==> src/assert_macros.svh <==
// ----------------------------------------------------------------------------
// Assertion macros
// Shared concurrent assertion forms; empty when SYNTHESIS is defined.
// ----------------------------------------------------------------------------
`ifndef ASSERT_MACROS_SVH
`define ASSERT_MACROS_SVH

`ifndef SYNTHESIS
`define Q2E_ASSERT(lbl, clk, rst_n, prop) \
    lbl: assert property (@(posedge clk) disable iff (!rst_n) prop) \
        else $error("assertion failed");
`define Q2E_ASSERT_NEVER(lbl, clk, rst_n, expr) \
    lbl: assert property (@(posedge clk) disable iff (!rst_n) !(expr)) \
        else $error("forbidden condition seen");
`else
`define Q2E_ASSERT(lbl, clk, rst_n, prop)
`define Q2E_ASSERT_NEVER(lbl, clk, rst_n, expr)
`endif

`endif

==> src/q2e_pkg.sv <==
// ----------------------------------------------------------------------------
// q2e_pkg
// Types, constants and the arctangent table of the quaternion to Euler core.
// ----------------------------------------------------------------------------
package q2e_pkg;

    localparam int QUAT_WIDTH_DEF    = 16;
    localparam int ANGLE_WIDTH_DEF   = 16;
    localparam int CORDIC_STAGES_DEF = 16;

    localparam int PW   = 33;   // Q2.30 product
    localparam int DW   = 36;   // CORDIC x/y datapath
    localparam int ZW   = 34;   // CORDIC angle, pi = 2^31
    localparam int RW   = 62;   // square root remainder
    localparam int RTW  = 31;   // square root result
    localparam int SQ_STEPS = RTW;
    localparam int GPW  = 32;   // gimbal pitch, widest angle
    localparam int CFG_IW = 1;
    localparam int CFG_DW = 31;

    localparam logic [CFG_IW-1:0] REG_DIRECTION = 1'b0;
    localparam logic [CFG_IW-1:0] REG_THRESHOLD = 1'b1;

    localparam logic [CFG_DW-1:0] THRESHOLD_RESET = 31'd1073731087;

    localparam logic signed [DW-1:0] HALF_Q30 = DW'(64'sd536870912);
    localparam logic signed [ZW-1:0] PI_Z     = ZW'(64'sd2147483648);

    typedef struct packed {
        logic signed [DW-1:0] x;
        logic signed [DW-1:0] y;
        logic signed [ZW-1:0] z;
        logic                 zero;
    } lane_t;

    typedef struct packed {
        logic [RW-1:0]         rem;
        logic [RTW-1:0]        root;
        logic signed [31:0]    s;
        lane_t                 head;
        lane_t                 bank;
        logic                  lock;
        logic signed [GPW-1:0] gpitch;
    } sqrt_t;

    typedef struct packed {
        lane_t                 head;
        lane_t                 pitch;
        lane_t                 bank;
        logic                  lock;
        logic signed [GPW-1:0] gpitch;
    } cordic_t;

    function automatic logic signed [ZW-1:0] atan_angle(input logic [4:0] i);
        logic signed [ZW-1:0] a;
        unique case (i)
            5'd0:  a = ZW'(64'sd536870912);
            5'd1:  a = ZW'(64'sd316933406);
            5'd2:  a = ZW'(64'sd167458907);
            5'd3:  a = ZW'(64'sd85004756);
            5'd4:  a = ZW'(64'sd42667331);
            5'd5:  a = ZW'(64'sd21354465);
            5'd6:  a = ZW'(64'sd10679838);
            5'd7:  a = ZW'(64'sd5340245);
            5'd8:  a = ZW'(64'sd2670163);
            5'd9:  a = ZW'(64'sd1335087);
            5'd10: a = ZW'(64'sd667544);
            5'd11: a = ZW'(64'sd333772);
            5'd12: a = ZW'(64'sd166886);
            5'd13: a = ZW'(64'sd83443);
            5'd14: a = ZW'(64'sd41722);
            5'd15: a = ZW'(64'sd20861);
            5'd16: a = ZW'(64'sd10430);
            5'd17: a = ZW'(64'sd5215);
            5'd18: a = ZW'(64'sd2608);
            5'd19: a = ZW'(64'sd1304);
            5'd20: a = ZW'(64'sd652);
            5'd21: a = ZW'(64'sd326);
            5'd22: a = ZW'(64'sd163);
            5'd23: a = ZW'(64'sd81);
            5'd24: a = ZW'(64'sd41);
            5'd25: a = ZW'(64'sd20);
            5'd26: a = ZW'(64'sd10);
            5'd27: a = ZW'(64'sd5);
            5'd28: a = ZW'(64'sd3);
            5'd29: a = ZW'(64'sd1);
            5'd30: a = ZW'(64'sd1);
            default: a = '0;
        endcase
        return a;
    endfunction

endpackage

==> src/q2e_sqrt_cell.sv <==
// ----------------------------------------------------------------------------
// q2e_sqrt_cell
// One restoring square root step: decide result bit K, pass the rest along.
// ----------------------------------------------------------------------------
module q2e_sqrt_cell #(
    parameter int K = 0
) (
    input  logic           clk,
    input  logic           rst_n,
    input  logic           in_valid,
    output logic           in_ready,
    input  q2e_pkg::sqrt_t in_data,
    output logic           out_valid,
    input  logic           out_ready,
    output q2e_pkg::sqrt_t out_data
);

    localparam int RW  = q2e_pkg::RW;
    localparam int RTW = q2e_pkg::RTW;

    logic           valid_reg;
    q2e_pkg::sqrt_t data_reg;
    q2e_pkg::sqrt_t data_next;
    logic [RW-1:0]  trial;

    assign in_ready  = !valid_reg || out_ready;
    assign out_valid = valid_reg;
    assign out_data  = data_reg;

    always_comb
    begin
        data_next = in_data;
        trial = (RW'(in_data.root) << (K + 1)) + (RW'(1) << (2 * K));
        if (in_data.rem >= trial)
        begin
            data_next.rem  = in_data.rem - trial;
            data_next.root = in_data.root | (RTW'(1) << K);
        end
    end

    always_ff @(posedge clk or negedge rst_n)
    begin
        if (!rst_n)
            valid_reg <= 1'b0;
        else if (in_ready)
            valid_reg <= in_valid;
    end

    always_ff @(posedge clk)
    begin
        if (in_ready && in_valid)
            data_reg <= data_next;
    end

endmodule

==> config.mk <==
export PLATFORM = sky130hd
export DESIGN_NAME = q2e_sqrt_cell
export DESIGN_NICKNAME = d
export VERILOG_FILES = /design/src/assert_macros.svh /design/src/q2e_pkg.sv /design/src/q2e_sqrt_cell.sv
export SDC_FILE = /design/constraint.sdc
export NUM_CORES = 1
export LEC_CHECK = 0
export ABC_AREA = 1
export BUFFER_PORTS_ARGS = -buffer_cell sky130_fd_sc_hd__buf_4
export CAP_MARGIN = 20
export CORE_AREA = 5 5 290 292
export CTS_CLUSTER_DIAMETER = 40
export DETAILED_ROUTE_END_ITERATION = 6
export DIE_AREA = 0 0 295 297
export PLACE_DENSITY = 0.51
export SYNTH_ARGS = -nofsm -noshare
export SYNTH_HDL_FRONTEND = slang
export SYNTH_SLANG_ARGS = --single-unit
==> constraint.sdc <==
create_clock -name clk -period 35.3 [get_ports clk]
set_input_delay 3.53 -clock clk [delete_from_list [all_inputs] [get_ports clk]]
set_output_delay 3.53 -clock clk [all_outputs]
set_load 0.03 [all_outputs]
==> Word level (Yosys, flattened, before mapping) <==
Cells that the tools add are included.
{ "totals": {"reg_bits": 373, "inputBits": 376} }
{ "op_classes": {"n_addsub": 2, "order_cmp": 1, "n_mux": 1, "n_reduce_logical": 3} }
{ "op_table": {"columns": ["cell", "count"], "rows": [
  ["$mux 93", 1],
  ["$ge 62x33->1", 1],
  ["$sub 62x33->62", 1],
  ["$add 32x1->33 const B", 1],
  ["$logic_and 1x1->1", 1],
  ["$logic_not 1->1", 1],
  ["$logic_or 1x1->1", 1]
]} }

==> Depth between registers and ports, before layout <==
{ "logic_depth": {"ltp_word": 3, "mapped_depth": 19, "depth_no_buf": 17} }

==> Least setup slack after synthesis <==
Ideal clock, no wire load.
{ "synth_timing": {"kind": "in2reg", "startpoint": "input in_valid", "endpoint": "register data_reg, in the netlist out_data[0], enable pin", "setup_time_ns": 1.231, "t_arrival_ns": 21.387, "required_time_ns": 34.069, "slack_ns": 12.682, "path_stages": 2, "n_path_buf": 0, "path_cell_list": "inv_1 a21oi_1"} }
{ "synth_via": {"elab_chain_len": 1} }
{ "synth_rtl": {"columns": ["item", "line_no", "source"], "rows": [
  ["from (decl)", "q2e_sqrt_cell.sv:10", "input logic in_valid,"],
  ["$logic_and 1x1->1", "q2e_sqrt_cell.sv:51", "if (in_ready && in_valid)"],
  ["to (signal assigned)", "q2e_sqrt_cell.sv:52", "data_reg <= data_next;"],
  ["to (decl)", "q2e_sqrt_cell.sv:22", "q2e_pkg::sqrt_t data_reg;"]
]} }
No other way between the ends.
A chain may end at the register's enable or synchronous reset.

==> Worst setup path in the final report <==
{ "layout_timing": {"startpoint": "input out_ready", "endpoint": "output in_ready"} }
{ "layout_via": {"elab_chain_len": 1} }
{ "layout_rtl": {"columns": ["item", "line_no", "source"], "rows": [
  ["from (decl)", "q2e_sqrt_cell.sv:14", "input logic out_ready,"],
  ["$logic_or 1x1->1", "q2e_sqrt_cell.sv:26", "assign in_ready = !valid_reg || out_ready;"],
  ["to (decl)", "q2e_sqrt_cell.sv:11", "output logic in_ready,"]
]} }
No other way between the ends.

==> results.py <==
metrics = {
    "sta": {
        "rsz0062_at_grt": "no",
        "slew_violations": 0,
        "report.final.setup_viol": 0,
        "skew_ns": 0.04814,
        "final_hold_viol_count": 0,
        "finalCriticalPeriod_ns": 7.620,
        "worst_slew_margin_rel_pct": 25.48,
        "fmax_mhz": 131.2,
        "setup_tns_ns": 0,
        "finalCritPeriodShare_pct": 21.59,
        "worstMarginPinSlew_ns": 1.118,
    },
    "yosys": {
        "async_reset_ff_share_pct": 0.2681,
        "yosys_warnings": 0,
        "syn_inst": 1375,
        "synth.area.mux_share_pct": 0,
        "syn_avg_cell_area_um2": 11.53,
        "yosys.area_share.simple_pct": 16.73,
        "synth_top_family_by_area": "simple AND/OR/NAND/NOR gates",
        "syn-cell-area_um2": 15860,
        "yosysUniqueCellTypes": 34,
        "yosys.area_share.xor_xnor_pct": 1.547,
        "synthesis.nets": 1784,
        "synth_ff_type": "edfxtp_1",
        "yosysSeqAreaShare_pct": 70.61,
        "synth-seq-cells": 373,
        "synth-compound-area-share_pct": 3.014,
        "synthAdderAreaFrac_pct": 2.651,
        "synth_edf_count": 372,
    },
    "clock_network": {
        "tritoncts": "yes",
        "ctsHoldBuffers": 0,
        "cts_inserted_buffers": 86,
        "cts_buffer_depth": 3,
        "clkTransAtPathRegs_ns": 0.05,
        "post_cts_buffers": 0,
        "cts.sinks": 373,
        "cts_resized": 0,
        "clock_latency_ns": 0.64,
        "htreeDepth": 3,
        "cts-root-buf": "clkbuf_16",
    },
    "cells_and_area": {
        "final_layout_size_suffix_gt1_share_pct": 41.40,
        "nNetsFinal": 2616,
        "fin_cells": 3358,
        "final_common_cell": "buf_4",
        "area_delta_synth_final_pct": 62.20,
        "mostFrequentLayoutCells": "buf_4, nand2_1, edfxtp_1",
    },
    "power_and_ir_drop": {
        "irDropWorstVdd_mv": 0.03262,
        "p_leak_nw": 11.28,
        "powerDensity_nw_per_um2": 59.98,
    },
    "drt": {
        "wl_met2_um": 42760,
        "wirelength_met1_um": 32930,
        "wl_per_cell_um": 26.78,
        "post-route-drc-count": 0,
        "wl_met3_um": 11130,
        "detail-route-antenna-nets": 0,
        "top_layer": "met5",
        "vias": 13690,
        "wl_um": 89910,
        "via_per_inst": 4.077,
        "drtIter0Drc": 945,
        "first_pass_iters": 6,
    },
    "run": {
        "maxCapViolCount": 0,
    },
    "floorplan": {
        "io_pins": 750,
        "fp.dieH_um": 297,
        "start_util_pct": 19.50,
        "core_um2": 81320,
        "die_w_um": 295,
        "die-area_um2": 87620,
        "row_count": 105,
    },
    "placement": {
        "io_buffers": 749,
        "dpl.cell_count": 3189,
        "place_congestion": 0.9149,
        "dpl.hpwl_um": 75310,
    },
    "worst_setup_path": {
        "required_ns": 31.77,
        "setup.worst_path.start_class": "input port",
        "path_max_fanout": 2,
        "cp_common_cell": "buf_4",
        "rr_endpoint": "out_data[358]",
        "reg2reg_depth": 3,
        "cpPeakStageDelay_ns": 0.20,
        "worst-r2r-setup-slack_ns": 31.89,
        "arrival_ns": 4.09,
        "end_kind": "output pin",
        "worst-setup-path-type": "input port to output pin",
        "critPathSlowestCell": "buf_4",
        "r2r-start": "out_valid",
        "crit_chain": "buf_4 -> inv_1 -> nand2_1 -> buf_4",
    },
    "hold_path": {
        "hold_path_end": "out_valid",
        "worstHoldStart": "out_valid",
        "hp-class": "flop to flop",
        "holdPathStages": 2,
    },
    "global_route": {
        "antenna_found_initial": 33,
        "grt_usage_pct": 19.46,
        "grt_pass1_wl_um": 118300,
        "grt-ovfl-total": 0,
        "grt_max_degree": 143,
        "grt_pass1_vias": 14220,
    },
    "status": {
        "status": "completed",
    },
}
[Yosys cell counts (2+ instances only)]
| cell type | n | share of area, % |
|---|---|---|
| buf_6 | 4 | 0.28 |
| xor2_1 | 10 | 0.55 |
| o21bai_1 | 3 | 0.14 |
| nor2_1 | 107 | 2.5 |
| ha_1 | 32 | 2.5 |
| nor3_2 | 2 | 0.13 |
| nand3_1 | 60 | 1.9 |
| a21oi_1 | 33 | 1.0 |
| nand2_1 | 417 | 9.9 |
| edfxtp_1 | 372 | 70 |
| buf_2 | 3 | 0.095 |
| nand3b_1 | 6 | 0.28 |
| xnor2_1 | 18 | 0.99 |
| nand4_1 | 8 | 0.32 |
| clkbuf_2 | 2 | 0.063 |
| nor3_1 | 17 | 0.54 |
| nand2_2 | 9 | 0.36 |
| nor2_4 | 2 | 0.14 |
| nor2_2 | 5 | 0.20 |
| a21oi_2 | 20 | 1.1 |
| inv_1 | 202 | 4.8 |
| or2_2 | 3 | 0.12 |
| o21ai_0 | 23 | 0.73 |
| inv_2 | 7 | 0.17 |
[cells by family (layout without fill, tap and decap cells)]
logic type,Yosys count,in the layout
buffers and inverters,220,1123
AO/OA/AOI/OAI,79,79
other,0,10
AND/OR/NAND/NOR,642,642
adder cells (fa/ha/maj),33,33
flip-flops,373,373
XOR/XNOR,28,28
[how the worst max path moves through the flow]
stage,from,to,slack [ns],cells past startpoint
3_5_place_dp,out_ready,in_ready,27.69,4
6_report,out_ready,in_ready,27.68,4
2_1_floorplan,in_valid,out_data[0],12.68,2
5_1_grt,out_ready,in_ready,27.67,4
4_1_cts,out_ready,in_ready,27.69,4
3_3_place_gp,out_ready,in_ready,27.68,4
[power breakdown]
part / leakage, nW / total, W / internal (W) / switching (W)
clock network: 1.38 / 0.000790 / 0.000509 / 0.000282
logic: 6.34 / 0.000220 / 0.0000770 / 0.000143
registers: 3.55 / 0.000532 / 0.000523 / 0.00000889
total: 11.3 / 0.00154 / 0.00111 / 0.000434
[layout make-up]
type / count / area, um^2
Clock inverter: 58 / 673.1
Timing Repair Buffer: 753 / 5665
Sequential cell: 373 / 11200
Fill cell: 8449 / 55600
Clock buffer: 101 / 2218
Inverter: 211 / 794.5
Antenna cell: 10 / 25.02
Tap cell: 1070 / 1339
Multi-Input combinational cell: 782 / 3807
[flip-flops by register name (all words and copies together), names as in the netlist]
register / count
out_valid: 1
out_data: 372
[worst max-delay path, delay by kind of cell]
kind                   cells  cell delay (ns)
and+or+nand+nor            1             0.13
buffers and inverters      3             0.44
[through the flow]
stage	total power, W	utilization [%]	cell area [um^2]	hold slack [ns]	setup slack, ns
detailed placement	0.0007632	28.04	22800	0.7368	27.69
floorplan	0.0006609	-	15860	0.8947	12.68
finish	0.001543	31.63	25720	0.7581	27.68
CTS	0.001566	31.59	25690	0.7527	27.69
global placement	0.0007622	28.04	22800	0.7580	27.68
global route	0.001600	31.59	25690	0.7840	27.67
[layer usage]
layer,vias up,GRT usage (%)
met4,22,6.386
met2,592,32.43
met5,-,0
li1,6281,-
met3,136,10.34
met1,6658,21.29
(Power assumes the default switching activity.)
